File: config.mk
export PLATFORM = sky130hd
export DESIGN_NAME = alu_8bit_with_flags_top
export DESIGN_NICKNAME = d
export VERILOG_FILES = /design/src/hdl/alu8f_pkg.sv /design/src/hdl/alu8f_core.sv /design/src/hdl/alu_8bit_with_flags_top.sv
export SDC_FILE = /design/constraint.sdc
export NUM_CORES = 1
export LEC_CHECK = 0
export ABC_AREA = 1
export ABC_CLOCK_PERIOD_IN_PS = 3300
export BUFFER_PORTS_ARGS = -buffer_cell sky130_fd_sc_hd__clkbuf_2
export CORE_UTILIZATION = 40
export CTS_CLUSTER_SIZE = 14
export DETAILED_ROUTE_END_ITERATION = 6
export SYNTH_ARGS = -nofsm -noshare
export SYNTH_HDL_FRONTEND = slang
export SYNTH_SLANG_ARGS = --single-unit
File: constraint.sdc
create_clock -name clk -period 3.3 [get_ports clk]
set_input_delay 0.165 -clock clk [delete_from_list [all_inputs] [get_ports clk]]
set_output_delay 0.165 -clock clk [all_outputs]
set_load 0.005 [all_outputs]
File: src/hdl/alu8f_pkg.sv
`timescale 1ns / 1ps
// ----------------------------------------------------------------------------
// alu8f_pkg
// Shared types and constants for the 8-bit ALU with carry, zero and overflow
// flags.
// ----------------------------------------------------------------------------
package alu8f_pkg;

	localparam int unsigned DataWidth = 8;
	localparam int unsigned OpWidth   = 4;

	typedef logic [DataWidth-1:0] alu8f_data_t;

	typedef enum logic [OpWidth-1:0] {
		OP_ADD = 4'd0,
		OP_ADC = 4'd1,
		OP_SUB = 4'd2,
		OP_SBB = 4'd3,
		OP_AND = 4'd4,
		OP_OR  = 4'd5,
		OP_XOR = 4'd6,
		OP_INC = 4'd7,
		OP_DEC = 4'd8,
		OP_NOT = 4'd9,
		OP_SHL = 4'd10,
		OP_SHR = 4'd11
	} alu8f_op_t;

	localparam logic KIND_OPERATE    = 1'b0;
	localparam logic KIND_LOAD_FLAGS = 1'b1;

	typedef struct packed {
		logic overflow;
		logic zero;
		logic carry;
	} alu8f_flags_t;

endpackage

File: src/hdl/alu8f_core.sv
`timescale 1ns / 1ps
// ----------------------------------------------------------------------------
// alu8f_core
// Combinational datapath: computes the result byte, the write enable and the
// next flag values for one request.
// ----------------------------------------------------------------------------
module alu8f_core
	import alu8f_pkg::*;
(
	input  logic         kind,
	input  logic [3:0]   opcode,
	input  alu8f_data_t  left_operand,
	input  alu8f_data_t  right_operand,
	input  alu8f_data_t  flag_data,
	input  alu8f_flags_t flags_cur,
	output alu8f_data_t  result,
	output logic         result_written,
	output alu8f_flags_t flags_next
);

	logic [DataWidth:0] lhs_w;
	logic [DataWidth:0] rhs_w;
	logic [DataWidth:0] c_w;
	logic [DataWidth:0] wide;
	logic               valid_op;
	logic               is_add;
	logic               is_sub;
	logic               s1;
	logic               s2;
	logic               sr;

	assign lhs_w = {1'b0, left_operand};
	assign rhs_w = {1'b0, right_operand};
	assign c_w   = {{DataWidth{1'b0}}, flags_cur.carry};

	always_comb begin
		wide     = '0;
		valid_op = 1'b1;
		is_add   = 1'b0;
		is_sub   = 1'b0;
		case (alu8f_op_t'(opcode))
			OP_ADD: begin
				wide   = lhs_w + rhs_w;
				is_add = 1'b1;
			end
			OP_ADC: begin
				wide   = lhs_w + rhs_w + c_w;
				is_add = 1'b1;
			end
			OP_SUB: begin
				wide   = lhs_w - rhs_w;
				is_sub = 1'b1;
			end
			OP_SBB: begin
				wide   = lhs_w - rhs_w - c_w;
				is_sub = 1'b1;
			end
			OP_AND: wide = lhs_w & rhs_w;
			OP_OR:  wide = lhs_w | rhs_w;
			OP_XOR: wide = lhs_w ^ rhs_w;
			OP_INC: wide = rhs_w + {{DataWidth{1'b0}}, 1'b1};
			OP_DEC: wide = rhs_w - {{DataWidth{1'b0}}, 1'b1};
			OP_NOT: wide = {1'b0, ~right_operand};
			OP_SHL: wide = {right_operand, flags_cur.carry};
			OP_SHR: wide = {right_operand[0], flags_cur.carry,
				right_operand[DataWidth-1:1]};
			default: valid_op = 1'b0;
		endcase
	end

	assign s1 = left_operand[DataWidth-1];
	assign s2 = right_operand[DataWidth-1];
	assign sr = wide[DataWidth-1];

	always_comb begin
		result         = '0;
		result_written = 1'b0;
		flags_next     = flags_cur;
		if (kind == KIND_LOAD_FLAGS) begin
			flags_next.carry    = flag_data[0];
			flags_next.zero     = flag_data[1];
			flags_next.overflow = flag_data[2];
		end else if (valid_op) begin
			result              = wide[DataWidth-1:0];
			result_written      = 1'b1;
			flags_next.carry    = wide[DataWidth];
			flags_next.zero     = (wide[DataWidth-1:0] == '0);
			flags_next.overflow = (is_add & ~(s1 ^ s2) & (sr ^ s1)) |
				(is_sub & (s1 ^ s2) & (sr ^ s1));
		end
	end

endmodule

File: src/hdl/alu_8bit_with_flags_top.sv
`timescale 1ns / 1ps
// ----------------------------------------------------------------------------
// alu_8bit_with_flags_top
// 8-bit ALU with carry, zero and overflow flags, one request per clock while not stalled.
// ----------------------------------------------------------------------------
// Each request is captured in an input register, evaluated against the flag
// register and written to an output register together with the updated flags.
// A result moves from the input register to the output register once the
// output register is free. One request is accepted every cycle while the
// input is not stalled; the carry feeds back from the flag register to
// the datapath. While a finished result waits to be taken, an empty input
// register takes one more request and then the input stalls until taken.
// ----------------------------------------------------------------------------
module alu_8bit_with_flags_top
	import alu8f_pkg::*;
(
	input  logic        clk,
	input  logic        arst_n,
	input  logic        in_valid,
	output logic        in_stall,
	input  logic        kind,
	input  logic [3:0]  opcode,
	input  logic [7:0]  left_operand,
	input  logic [7:0]  right_operand,
	input  logic [7:0]  flag_data,
	output logic        out_valid,
	input  logic        out_stall,
	output logic [7:0]  result,
	output logic        result_written,
	output logic        carry_out,
	output logic        zero_out,
	output logic        overflow_out
);

	logic         valid_s1;
	logic         kind_s1;
	logic [3:0]   opcode_s1;
	alu8f_data_t  lhs_s1;
	alu8f_data_t  rhs_s1;
	alu8f_data_t  fdata_s1;
	alu8f_flags_t flags_q;
	alu8f_flags_t flags_next;
	alu8f_data_t  core_result;
	logic         core_written;
	logic         out_free;
	logic         advance;
	logic         out_valid_q;
	alu8f_data_t  result_q;
	logic         written_q;
	alu8f_flags_t out_flags_q;

	assign out_free = ~out_valid_q | ~out_stall;
	assign advance  = valid_s1 & out_free;
	assign in_stall = valid_s1 & ~out_free;

	always_ff @(posedge clk or negedge arst_n) begin
		if (!arst_n) begin
			valid_s1 <= 1'b0;
		end else if (!in_stall) begin
			valid_s1 <= in_valid;
		end
	end

	always_ff @(posedge clk) begin
		if (in_valid && !in_stall) begin
			kind_s1   <= kind;
			opcode_s1 <= opcode;
			lhs_s1    <= left_operand;
			rhs_s1    <= right_operand;
			fdata_s1  <= flag_data;
		end
	end

	alu8f_core u_core (
		.kind           (kind_s1),
		.opcode         (opcode_s1),
		.left_operand   (lhs_s1),
		.right_operand  (rhs_s1),
		.flag_data      (fdata_s1),
		.flags_cur      (flags_q),
		.result         (core_result),
		.result_written (core_written),
		.flags_next     (flags_next)
	);

	always_ff @(posedge clk or negedge arst_n) begin
		if (!arst_n) begin
			flags_q     <= '0;
			out_valid_q <= 1'b0;
		end else begin
			if (advance) begin
				flags_q <= flags_next;
			end
			if (out_free) begin
				out_valid_q <= valid_s1;
			end
		end
	end

	always_ff @(posedge clk) begin
		if (advance) begin
			result_q    <= core_result;
			written_q   <= core_written;
			out_flags_q <= flags_next;
		end
	end

	assign out_valid      = out_valid_q;
	assign result         = result_q;
	assign result_written = written_q;
	assign carry_out      = out_flags_q.carry;
	assign zero_out       = out_flags_q.zero;
	assign overflow_out   = out_flags_q.overflow;

endmodule
Word level (Yosys, flattened, before mapping)
Index checks and enable logic that the tools add are counted.
{ "classes": {"n_bitwise": 19, "n_eq_ne": 11, "reduce_logical": 8, "n_mux": 7, "n_addsub": 6} }
{ "op_table": {"columns": ["operator", "count"], "rows": [
  ["9-bit one-hot mux with 12 select lines", 1],
  ["4-bit by 3-bit equality test with 1-bit output (second input constant)", 4],
  ["4-bit equality test (second input constant)", 4],
  ["12-bit OR reduction", 1],
  ["8-bit by 1-bit adder with 9-bit output (second input constant)", 1],
  ["8-bit by 8-bit adder with 9-bit output", 1],
  ["9-bit by 1-bit adder with 9-bit output", 1],
  ["8-bit by 1-bit subtractor with 9-bit output (second input constant)", 1],
  ["8-bit by 8-bit subtractor with 9-bit output", 1],
  ["9-bit by 1-bit subtractor with 9-bit output", 1],
  ["8-bit bitwise AND", 1],
  ["4-bit by 2-bit equality test with 1-bit output (second input constant)", 2],
  ["8-bit logical NOT", 1],
  ["8-bit inverter", 1],
  ["8-bit OR", 1],
  ["8-bit bitwise XOR", 1],
  ["1-bit bitwise AND", 6],
  ["3-bit two-way mux", 2],
  ["2-bit OR reduction", 3],
  ["1-bit inverter", 5],
  ["4-bit by 1-bit equality test with 1-bit output (second input constant)", 1],
  ["4-bit logical NOT", 1],
  ["1-bit two-way mux", 4],
  ["1-bit OR", 2],
  ["3 further kinds", 4]
]} }
{ "totals": {"register_bits": 41, "out_inout_bits": 14, "input_bits": 33, "word_cells": 66} }

Depth between registers and ports, before layout
Gate-level depths: netlist of run 1.
{ "depth": {"depth_word": 8, "depth_mapped": 21} }

Cells and area by module
Synthesis of run 1 repeated with hierarchy kept, for this count alone.
{ "hier_totals": {"hier_cells": 535, "area_unflattened_um2": 4036.4} }
{ "modules_own_cells": {"columns": ["module", "cells_each", "seq_area_each_um2", "n_inst", "area_per_inst_um2"], "rows": [
  ["alu8f_core", 471, 0.0, 1, 2597.5],
  ["alu_8bit_with_flags_top", 64, 1356.3, 1, 1438.9]
]} }

Least setup slack after synthesis of run 1
OpenSTA, ideal clock, no wires.
{ "synth_timing": {"path_kind": "flip-flop to flip-flop", "start": "register rhs_s1[0]", "end": "register out_flags_q (netlist bit carry_out) (data pin)", "setup_slack_ps": 695, "arrival_ps": 2344, "path_stages_with_launch": 17, "synth_period_minus_slack_ps": 2605, "cell_sequence": "edfxtp_1 -> ha_1 -> inv_1 -> fa_1 -> inv_1 -> ha_1 -> inv_1 -> nor2_2 -> nand3_2 -> nor2_1 -> nand3_1 -> nor2_1 -> nand2_1 -> nand3_1 -> nand2_1 -> nor2_1 -> o21ai_2"} }
{ "synth_rtl": {"columns": ["item", "line", "text"], "rows": [
  ["from (decl)", "alu_8bit_with_flags_top.sv:39", "alu8f_data_t rhs_s1;"],
  ["from (signal assigned)", "alu_8bit_with_flags_top.sv:69", "rhs_s1 <= right_operand;"],
  ["to (signal assigned)", "alu_8bit_with_flags_top.sv:104", "out_flags_q <= flags_next;"],
  ["to (decl)", "alu_8bit_with_flags_top.sv:50", "alu8f_flags_t out_flags_q;"]
]} }

==> results of run 1 <==
-- layer usage --
| metal | up-vias | wire [um] |
|---|---|---|
| met2 | 174 | 5170 |
| met5 | - | 0 |
| li1 | 2029 | - |
| met4 | 0 | 410 |
| met3 | 31 | 886 |
| met1 | 1770 | 5240 |
-- timing repair --
action,in CTS,in global routing
setup endpoints to repair,0,4
resized for setup,0,2
setup buffers,0,0
hold buffers,1,0
hold endpoints to repair,5,0
-- cell usage after synthesis (all sizes together) --
library cell	n
inv	96
nor3	5
ha	35
nand4	13
or2	3
a21oi	14
nand2	202
a21boi	1
o22ai	1
nor2	79
buf	4
o21bai	2
edfxtp	36
nand3b	5
a21o	1
nand3	74
fa	3
o21ai	23
dfrtp	5
a31oi	1
-- power by group --
part	switching (mW)	total, mW	internal (mW)
registers	0.0387	0.669	0.630
clock network	0.194	0.346	0.152
logic	0.442	0.652	0.210
total	0.675	1.67	0.991
-- kinds of logic after synthesis --
group	count (synthesis)	share of synthesized area [%]
AND/OR/NAND/NOR	381	41.4
buffers and inverters	100	9.91
AO/OA/AOI/OAI	43	6.23
flip-flops	41	30.0
adder cells (fa/ha/maj)	38	12.4
-- worst max-delay path: cells and delay by family, from the launching register on --
kind	cells	cell delay, ns
compound gates	1	0.07
buf+inv	3	0.29
flops	1	0.47
fa+ha+maj	3	0.90
simple gates	9	1.01
-- layout make-up --
type	instances	area, um2	share of cell area [%]
Clock inverter	1	8.76	0.196
Tap cell	133	166	3.72
Clock buffer	7	76.3	1.71
Timing Repair Buffer	46	245	5.48
Multi-Input combinational cell	462	2410	53.9
Inverter	96	360	8.05
Sequential cell	41	1210	27.0
-- registers in the layout, summed over array words and instances, names as in the netlist --
| signal | flops |
|---|---|
| result_written | 1 |
| opcode_s1 | 4 |
| result | 8 |
| carry_out | 1 |
| out_valid | 1 |
| rhs_s1 | 8 |
| fdata_s1 | 3 |
| zero_out | 1 |
| valid_s1 | 1 |
| kind_s1 | 1 |
| lhs_s1 | 8 |
| overflow_out | 1 |
| flags_q | 3 |
-- layout by cell type (no fill, tap or decap) --
cell / instances
nor2_1: 69
nand3_2: 4
a21oi_2: 2
edfxtp_1: 36
nand4_1: 13
nand3_1: 70
nand2_1: 192
a21o_1: 1
clkinv_4: 1
inv_1: 92
fa_1: 3
ha_1: 35
o21ai_0: 20
buf_4: 4
or2_2: 2
nand2_4: 1
a21oi_4: 1
or2_0: 1
o21ai_1: 2
nor3_1: 5
a31oi_1: 1
nand2_2: 9
clkbuf_8: 5
nor2_2: 10
a21oi_1: 11
dlygate4sd3_1: 1
inv_2: 4
o21ai_2: 1
dfrtp_1: 5
clkbuf_2: 41
o21bai_1: 2
a21boi_1: 1
nand3b_1: 5
o22ai_1: 1
clkbuf_1: 2
-- metrics by stage --
stage	area (um2)	setup WS, ns	std cells
2_1_floorplan	4020	0.695	603
3_3_place_gp	4380	0.380	777
3_5_place_dp	4380	0.301	777
4_1_cts	4470	0.268	786
5_1_grt	4470	0.0413	786
6_report	4470	0.336	786
-- worst min-delay path by stage --
stage | start | to
6_report | right_operand[6] | rhs_s1[6]$_DFFE_PP_
5_1_grt | right_operand[3] | rhs_s1[3]$_DFFE_PP_
4_1_cts | right_operand[2] | rhs_s1[2]$_DFFE_PP_
3_5_place_dp | arst_n | flags_q[1]$_DFFE_PN0P_
3_3_place_gp | arst_n | flags_q[1]$_DFFE_PN0P_
2_1_floorplan | arst_n | flags_q[0]$_DFFE_PN0P_
==> flow_metrics.env, run 1 <==
export IMPL_start_kind="flip-flop"
export IMPL_numClockSinks=41
export IMPL_crit_arrival_ns=3.02
export IMPL_clock_skew_ns=0.00585
export IMPL_cp_data_required_time_ns=3.35
export IMPL_routedWlPerCell_um=14.9
export IMPL_vias=4004
export IMPL_use_met3_pct=3.76
export IMPL_wirelength_um=11700
export IMPL_yosys_register_bits=41
export IMPL_fin_crit_ns=2.96
export IMPL_htree_levels=2
export IMPL_status="complete, no violations"
export IMPL_cp_slowest_cell="edfxtp_1"
export IMPL_powerDensity_nw_per_um2=372
export IMPL_fin_nets=723
export IMPL_worst_pin_slew_ns=0.947
export IMPL_yosysTopAreaCell="edfxtp_1"
export IMPL_ys_types=31
export IMPL_boundaryPins=47
export IMPL_grt_max_degree=25
export IMPL_fmax_mhz=337
export IMPL_fin_crit_sh_pct=89.8
export IMPL_synth_avg_cell_area_um2=6.66
export IMPL_start_util_pct=41.3
export IMPL_place_congestion=0.947
export IMPL_p_total_mw=1.67
export IMPL_slew_viol_final=0
export IMPL_syn_to_final_growth_pct=11.4
export IMPL_cts_buffers=5
export IMPL_core_area_um2=9730
export IMPL_ys_seq_area_share_pct=30.0
export IMPL_synth_area_um2=4020
export IMPL_dieWidth_um=102
export IMPL_max_stage_delay_ns=0.47
export IMPL_dr_first_iter_drc_count=320
export IMPL_worstPathMaxFanout=4
export IMPL_die_area_um2=10400
export IMPL_vdd_drop_max_uv=163
export IMPL_dp_hpwl_um=9380
export IMPL_cts_tree="done"
export IMPL_drcViolationCount=0
export IMPL_ys_warn_count=0
export IMPL_met2_usage_pct=38.1
export IMPL_insertion_delay_ns=0.30
export IMPL_cp_end_kind="flip-flop"
export IMPL_netlist_instances=603
export IMPL_holdWs_ns=0.0328
export IMPL_grt_first_pass_wirelength_um=18600
export IMPL_rsz0062_at_grt="false"
export IMPL_antenna_left=0
export IMPL_gr_total_overflow=0
export IMPL_diodes=0
export IMPL_grt_use_met1_pct=32.1
export IMPL_crit_type="flip-flop to flip-flop"
export IMPL_root_buffer="clkbuf_8"
export IMPL_synth_nets=674
export IMPL_dieHeight_um=102
export IMPL_reg2reg_depth=16
export IMPL_fin_setup_tns_ns=0
export IMPL_r2r_slack_ns=0.34
export IMPL_setup_violations=0
export IMPL_synth_area_leaders="edfxtp_1, nand2_1, ha_1"
export IMPL_reg2reg_to="carry_out$_DFFE_PP_"
export IMPL_top_usage_layer="met2"
export IMPL_crit_chain="ha_1 -> inv_1 -> fa_1 -> inv_1 -> ha_1 -> inv_1 -> nor2_2 -> nand3_2 -> nor2_1 -> nand3_1 -> nor2_1 -> nand2_1 -> nand3_1 -> nand2_1 -> nor2_1 -> o21ai_2"
export IMPL_grt_pass1_vias=3706
export IMPL_final_core_util_pct=46.0
export IMPL_drive_gt1_share_pct=13.0
export IMPL_min_delay_path_class="input port to flip-flop"
export IMPL_hold_viol_final=0
export IMPL_reg2reg_from="rhs_s1[0]$_DFFE_PP_"
export IMPL_grt_total_usage_pct=23.8
export IMPL_firstDrtPassIters=5
export IMPL_numPortBuffers=41
export IMPL_crit_end="carry_out$_DFFE_PP_"
export IMPL_holdPathStages=1
export IMPL_vias_per_cell=5.09
export IMPL_p_leak_nw=2.34
export IMPL_antenna_found_initial=0
export IMPL_crit_start="rhs_s1[0]$_DFFE_PP_"
export IMPL_rows=36
export IMPL_clkTransAtPathRegs_ns=0.09
export IMPL_netlist_area_leader_share_pct=26.9
export IMPL_n_fill_cell=1071
export IMPL_maxCapViolCount=0
export IMPL_cts_path_max_buffers=2
export IMPL_maxSlewHeadroom_pct=36.8
Power figures use the tool's default switching activity.
==> run 2, diff against run 1 <==
==> constraint.sdc (replaced) <==
create_clock -name clk -period 3.3 [get_ports clk]
set_input_delay 0.66 -clock clk [delete_from_list [all_inputs] [get_ports clk]]
set_output_delay 0.66 -clock clk [all_outputs]
set_load 0.005 [all_outputs]
==> run 2 against run 1 <==
Against the previous run:
- critical path depth is the same
- count of clock-buffer cells in the layout fell by 2
- final cell count shrank 0.13%
- critical endpoint unchanged
- largest power group unchanged
- highest routed layer unchanged
==> flow_metrics.env, run 2 (synthesis results as in run 1) <==
export IMPL_grt_total_usage_pct=23.4
export IMPL_cts_path_max_buffers=2
export IMPL_htree_levels=2
export IMPL_clkTransAtPathRegs_ns=0.09
export IMPL_maxSlewHeadroom_pct=37.6
export IMPL_fin_setup_tns_ns=0
export IMPL_vias=4004
export IMPL_grt_use_met1_pct=30.6
export IMPL_vias_per_cell=5.10
export IMPL_cp_data_required_time_ns=3.36
export IMPL_fmax_mhz=334
export IMPL_dp_hpwl_um=9260
export IMPL_maxCapViolCount=0
export IMPL_die_area_um2=10400
export IMPL_swShare_pct=40.4
export IMPL_pwr_share_clk_pct=20.7
export IMPL_fin_nets=722
export IMPL_boundaryPins=47
export IMPL_layout_commonest_cell="nand2_1"
export IMPL_crit_arrival_ns=3.05
export IMPL_slew_viol_final=0
export IMPL_layout_common_cells="nand2_1, inv_1, nand3_1, nor2_1, clkbuf_2"
export IMPL_pwr_share_seq_pct=40.5
export IMPL_setup_violations=0
export IMPL_diodes=0
export IMPL_numClockSinks=41
export IMPL_clock_skew_ns=0.00361
export IMPL_dieHeight_um=102
export IMPL_fin_crit_ns=2.99
export IMPL_firstDrtPassIters=5
export IMPL_core_area_um2=9730
export IMPL_postCtsHoldBufs=0
export IMPL_n_fill_cell=1037
export IMPL_dp_cells=777
export IMPL_powerDensity_nw_per_um2=370
export IMPL_drcViolationCount=0
export IMPL_start_kind="flip-flop"
export IMPL_use_met3_pct=3.90
export IMPL_min_delay_path_class="input port to async pin"
export IMPL_p_leak_nw=2.34
export IMPL_final_cells=785
export IMPL_rsz0062_at_grt="false"
export IMPL_grt_max_degree=25
export IMPL_insertion_delay_ns=0.30
export IMPL_r2r_slack_ns=0.31
export IMPL_final_core_util_pct=45.9
export IMPL_status="complete, no violations"
export IMPL_dieWidth_um=102
export IMPL_met2_usage_pct=39.3
export IMPL_vdd_drop_max_uv=187
export IMPL_routedWlPerCell_um=14.7
export IMPL_cp_end_kind="flip-flop"
export IMPL_worst_pin_slew_ns=0.935
export IMPL_antenna_left=0
export IMPL_holdWs_ns=0.162
export IMPL_switching_power_mw=0.669
export IMPL_p_total_mw=1.65
export IMPL_top_usage_layer="met2"
export IMPL_place_congestion=0.961
export IMPL_numPortBuffers=41
export IMPL_gr_total_overflow=0
export IMPL_reg2reg_to="carry_out$_DFFE_PP_"
export IMPL_wirelength_um=11500
export IMPL_reg2reg_depth=16
export IMPL_fin_crit_sh_pct=90.7
export IMPL_cts_tree="done"
export IMPL_worstPathMaxFanout=4
export IMPL_dr_first_iter_drc_count=276
export IMPL_syn_to_final_growth_pct=11.3
export IMPL_drive_gt1_share_pct=13.3
export IMPL_root_buffer="clkbuf_8"
export IMPL_combPwrFrac_pct=38.8
export IMPL_hold_viol_final=0
export IMPL_reg2reg_from="rhs_s1[0]$_DFFE_PP_"
export IMPL_grt_pass1_vias=3702
export IMPL_crit_type="flip-flop to flip-flop"
export IMPL_grt_first_pass_wirelength_um=18300
export IMPL_antenna_found_initial=0
export IMPL_start_util_pct=41.3
export IMPL_rows=36
export IMPL_internal_power_mw=0.986
export IMPL_cts_buffers=5
## run 2: layer usage
layer / vias to the layer above / share of wire, %
li1: 2022 / -
met1: 1839 / 45
met2: 121 / 47
met3: 22 / 5.7
met4: 0 / 2.4
met5: - / 0
## run 2: power groups by stage
| stage | Combinational, mW | Sequential [mW] | Clock [mW] |
|---|---|---|---|
| after floorplan | 0.453 | 0.674 | 0 |
| after global placement | 0.622 | 0.680 | 0 |
| final | 0.643 | 0.670 | 0.342 |
| after global routing | 0.730 | 0.677 | 0.371 |
| after detailed placement | 0.632 | 0.682 | 0 |
| after CTS | 0.636 | 0.670 | 0.350 |
## run 2: how the worst max path moves through the flow
stage                           startpoint                     end  slack, ns  depth (start not counted)
finish                 rhs_s1[0]$_DFFE_PP_     carry_out$_DFFE_PP_       0.31                         16
global route        opcode_s1[3]$_DFFE_PP_  flags_q[1]$_DFFE_PN0P_       0.04                         19
global placement    opcode_s1[3]$_DFFE_PP_  flags_q[1]$_DFFE_PN0P_       0.35                         20
CTS                 opcode_s1[3]$_DFFE_PP_  flags_q[1]$_DFFE_PN0P_       0.25                         20
floorplan              rhs_s1[0]$_DFFE_PP_     carry_out$_DFFE_PP_       0.69                         16
detailed placement  opcode_s1[3]$_DFFE_PP_  flags_q[1]$_DFFE_PN0P_       0.29                         20
## run 2: worst max-delay path, stage by stage (launching register included)
cell      delay (ns)
edfxtp_1        0.47
ha_1            0.31
inv_1           0.10
fa_1            0.45
inv_1           0.12
ha_1            0.15
inv_1           0.05
nor2_2          0.13
nand3_2         0.11
nor2_1          0.15
nand3_1         0.15
nor2_1          0.11
nand2_1         0.06
nand3_1         0.09
nand2_1         0.06
nor2_1          0.15
o21ai_2         0.07
## run 2: metrics by stage
stage / cell area [um2] / setup slack [ns]
after floorplan: 4020 / 0.695
after global placement: 4380 / 0.348
after detailed placement: 4380 / 0.291
after CTS: 4470 / 0.255
after global routing: 4470 / 0.0363
final: 4470 / 0.306
## run 2: cell type report
| class | count | area [um2] | share of cell area (%) |
|---|---|---|---|
| clock buffers | 5 | 68.8 | 1.54 |
| inverters | 96 | 360 | 8.06 |
| clock inverters | 3 | 17.5 | 0.392 |
| multi-input cells | 462 | 2410 | 54.0 |
| well taps | 133 | 166 | 3.72 |
| repair buffers | 45 | 235 | 5.26 |
| flip-flops and latches | 41 | 1210 | 27.0 |
## run 2: repair_timing
item / 4_1_cts / 5_1_grt
gates resized for setup: 0 / 2
buffers inserted: 0 / 0
endpoints found under the setup margin: 0 / 7
==> run 3, diff against run 2 <==
Settings changed: CORE_MARGIN set to 2, MAX_ROUTING_LAYER set to met4.
==> run 3 against run 2 <==
Against the previous run:
- die area up 4.0%
- power grew 2.4%
- register-to-register slack better by 0.05 ns
- largest cell class unchanged
==> flow_metrics.env, run 3 (synthesis results as in run 1) <==
export IMPL_start_kind="flip-flop"
export IMPL_grt_pass1_vias=3932
export IMPL_hold_viol_final=0
export IMPL_dp_slack_ns=0.280
export IMPL_vias=3994
export IMPL_dp_hpwl_um=9600
export IMPL_maxCapViolCount=0
export IMPL_antenna_found_initial=0
export IMPL_dr_first_iter_drc_count=278
export IMPL_dieHeight_um=104
export IMPL_maxSlewHeadroom_pct=34.3
export IMPL_fin_setup_tns_ns=0
export IMPL_boundaryPins=47
export IMPL_cts_buffers=5
export IMPL_p_total_mw=1.69
export IMPL_insertion_delay_ns=0.31
export IMPL_slew_viol_final=0
export IMPL_fin_nets=722
export IMPL_layout_commonest_cell="nand2_1"
export IMPL_crit_arrival_ns=3.00
export IMPL_dpl_cell_area_um2=4380
export IMPL_die_area_um2=10900
export IMPL_clock_skew_ns=0.0153
export IMPL_drcViolationCount=0
export IMPL_rows=36
export IMPL_p_leak_nw=2.34
export IMPL_seq_area_um2=1210
export IMPL_status="complete, no violations"
export IMPL_grt_first_pass_wirelength_um=19500
export IMPL_grt_max_degree=25
export IMPL_r2r_slack_ns=0.35
export IMPL_powerDensity_nw_per_um2=378
export IMPL_cp_data_required_time_ns=3.35
export IMPL_worst_pin_slew_ns=0.985
export IMPL_fin_crit_sh_pct=89.3
export IMPL_cp_end_kind="flip-flop"
export IMPL_min_delay_path_class="input port to async pin"
export IMPL_dieWidth_um=104
export IMPL_multi_input_area_um2=2410
export IMPL_finalWorstSetupSlack_ns=0.353
export IMPL_cts_path_max_buffers=2
export IMPL_setup_violations=0
export IMPL_final_core_util_pct=45.8
export IMPL_worstPathMaxFanout=4
export IMPL_final_area_um2=4480
export IMPL_clkTransAtPathRegs_ns=0.10
export IMPL_crit_type="flip-flop to flip-flop"
export IMPL_firstDrtPassIters=5
export IMPL_gr_total_overflow=0
export IMPL_grt_total_usage_pct=23.3
export IMPL_cts_tree="done"
export IMPL_diodes=0
export IMPL_post_cts_buffers=0
export IMPL_place_congestion=0.974
export IMPL_root_buffer="clkbuf_8"
export IMPL_htree_levels=2
export IMPL_rsz0062_at_grt="false"
export IMPL_wirelength_um=11900
export IMPL_syn_to_final_growth_pct=11.5
export IMPL_routedWlPerCell_um=15.1
export IMPL_vias_per_cell=5.09
export IMPL_fmax_mhz=339
export IMPL_numClockSinks=41
export IMPL_start_util_pct=41.1
export IMPL_antenna_left=0
export IMPL_fin_crit_ns=2.95
export IMPL_core_area_um2=9770
export IMPL_vdd_drop_max_uv=211
export IMPL_numPortBuffers=41
export IMPL_n_fill_cell=1036
export IMPL_layout_common_cells="nand2_1, inv_1, nand3_1, nor2_1, clkbuf_2"
export IMPL_drive_gt1_share_pct=13.5
## run 3: cell types whose count changed in the layout (fill, tap and decap cells not counted), sizes merged
| cell | before | now |
|---|---|---|
| clkbuf | 46 | 47 |
| clkinv | 3 | 2 |
## run 3: worst paths after layout
kind	from	endpoint	cells after the start
worst max-delay path	rhs_s1[0]$_DFFE_PP_	carry_out$_DFFE_PP_	16
max in group asynchronous	arst_n	flags_q[2]$_DFFE_PN0P_	1
worst max register to register	rhs_s1[0]$_DFFE_PP_	carry_out$_DFFE_PP_	16
min in group clk	valid_s1$_DFFE_PN0N_	out_valid$_DFFE_PN0N_	2
worst min-delay path	arst_n	flags_q[0]$_DFFE_PN0P_	1
worst min register to register	valid_s1$_DFFE_PN0N_	out_valid$_DFFE_PN0N_	2
## run 3: area by class of cell
class | instances | area share, %
Inverter | 96 | 8.05
Tap cell | 133 | 3.72
Clock inverter | 2 | 0.307
Clock buffer | 6 | 1.84
Multi-Input combinational cell | 462 | 53.9
Sequential cell | 41 | 26.9
Timing Repair Buffer | 45 | 5.25
## run 3: where the power goes
part / total, mW / switching, mW / leakage, nW / internal (mW)
Combinational: 0.651 / 0.441 / 1.88 / 0.209
Sequential: 0.669 / 0.0388 / 0.410 / 0.630
Clock: 0.374 / 0.204 / 0.0512 / 0.170
Total: 1.69 / 0.684 / 2.34 / 1.01
## run 3: what timing repair did
action                     CTS  global route
hold endpoints to repair     0             0
setup endpoints to repair    0             4
hold buffers                 0             0
gates resized for setup      0             2
## run 3: per-stage QoR
| stage | cells | hold slack (ns) |
|---|---|---|
| finish | 785 | 0.153 |
| global route | 785 | 0.165 |
| CTS | 785 | 0.167 |
| detailed placement | 777 | 0.466 |
| global placement | 777 | 0.445 |
| floorplan | 603 | 0.364 |
## run 3: worst max-delay path, cell delays in order (launching register included)
cell and delay (ns):
edfxtp_1 0.46, ha_1 0.31, inv_1 0.10, fa_1 0.44
inv_1 0.12, ha_1 0.16, inv_1 0.06, nor2_2 0.14
nand3_2 0.11, nor2_1 0.15, nand3_1 0.14, nor2_1 0.11
nand2_1 0.05, nand3_1 0.08, nand2_1 0.06, nor2_1 0.13
o21ai_2 0.07
## run 3: routing by layer
layer	up-vias	wire length [um]	track usage, %
li1	2030	-	-
met1	1790	5170	29.1
met2	141	5360	36.7
met3	33	872	4.89
met4	0	484	9.75
met5	-	0	-
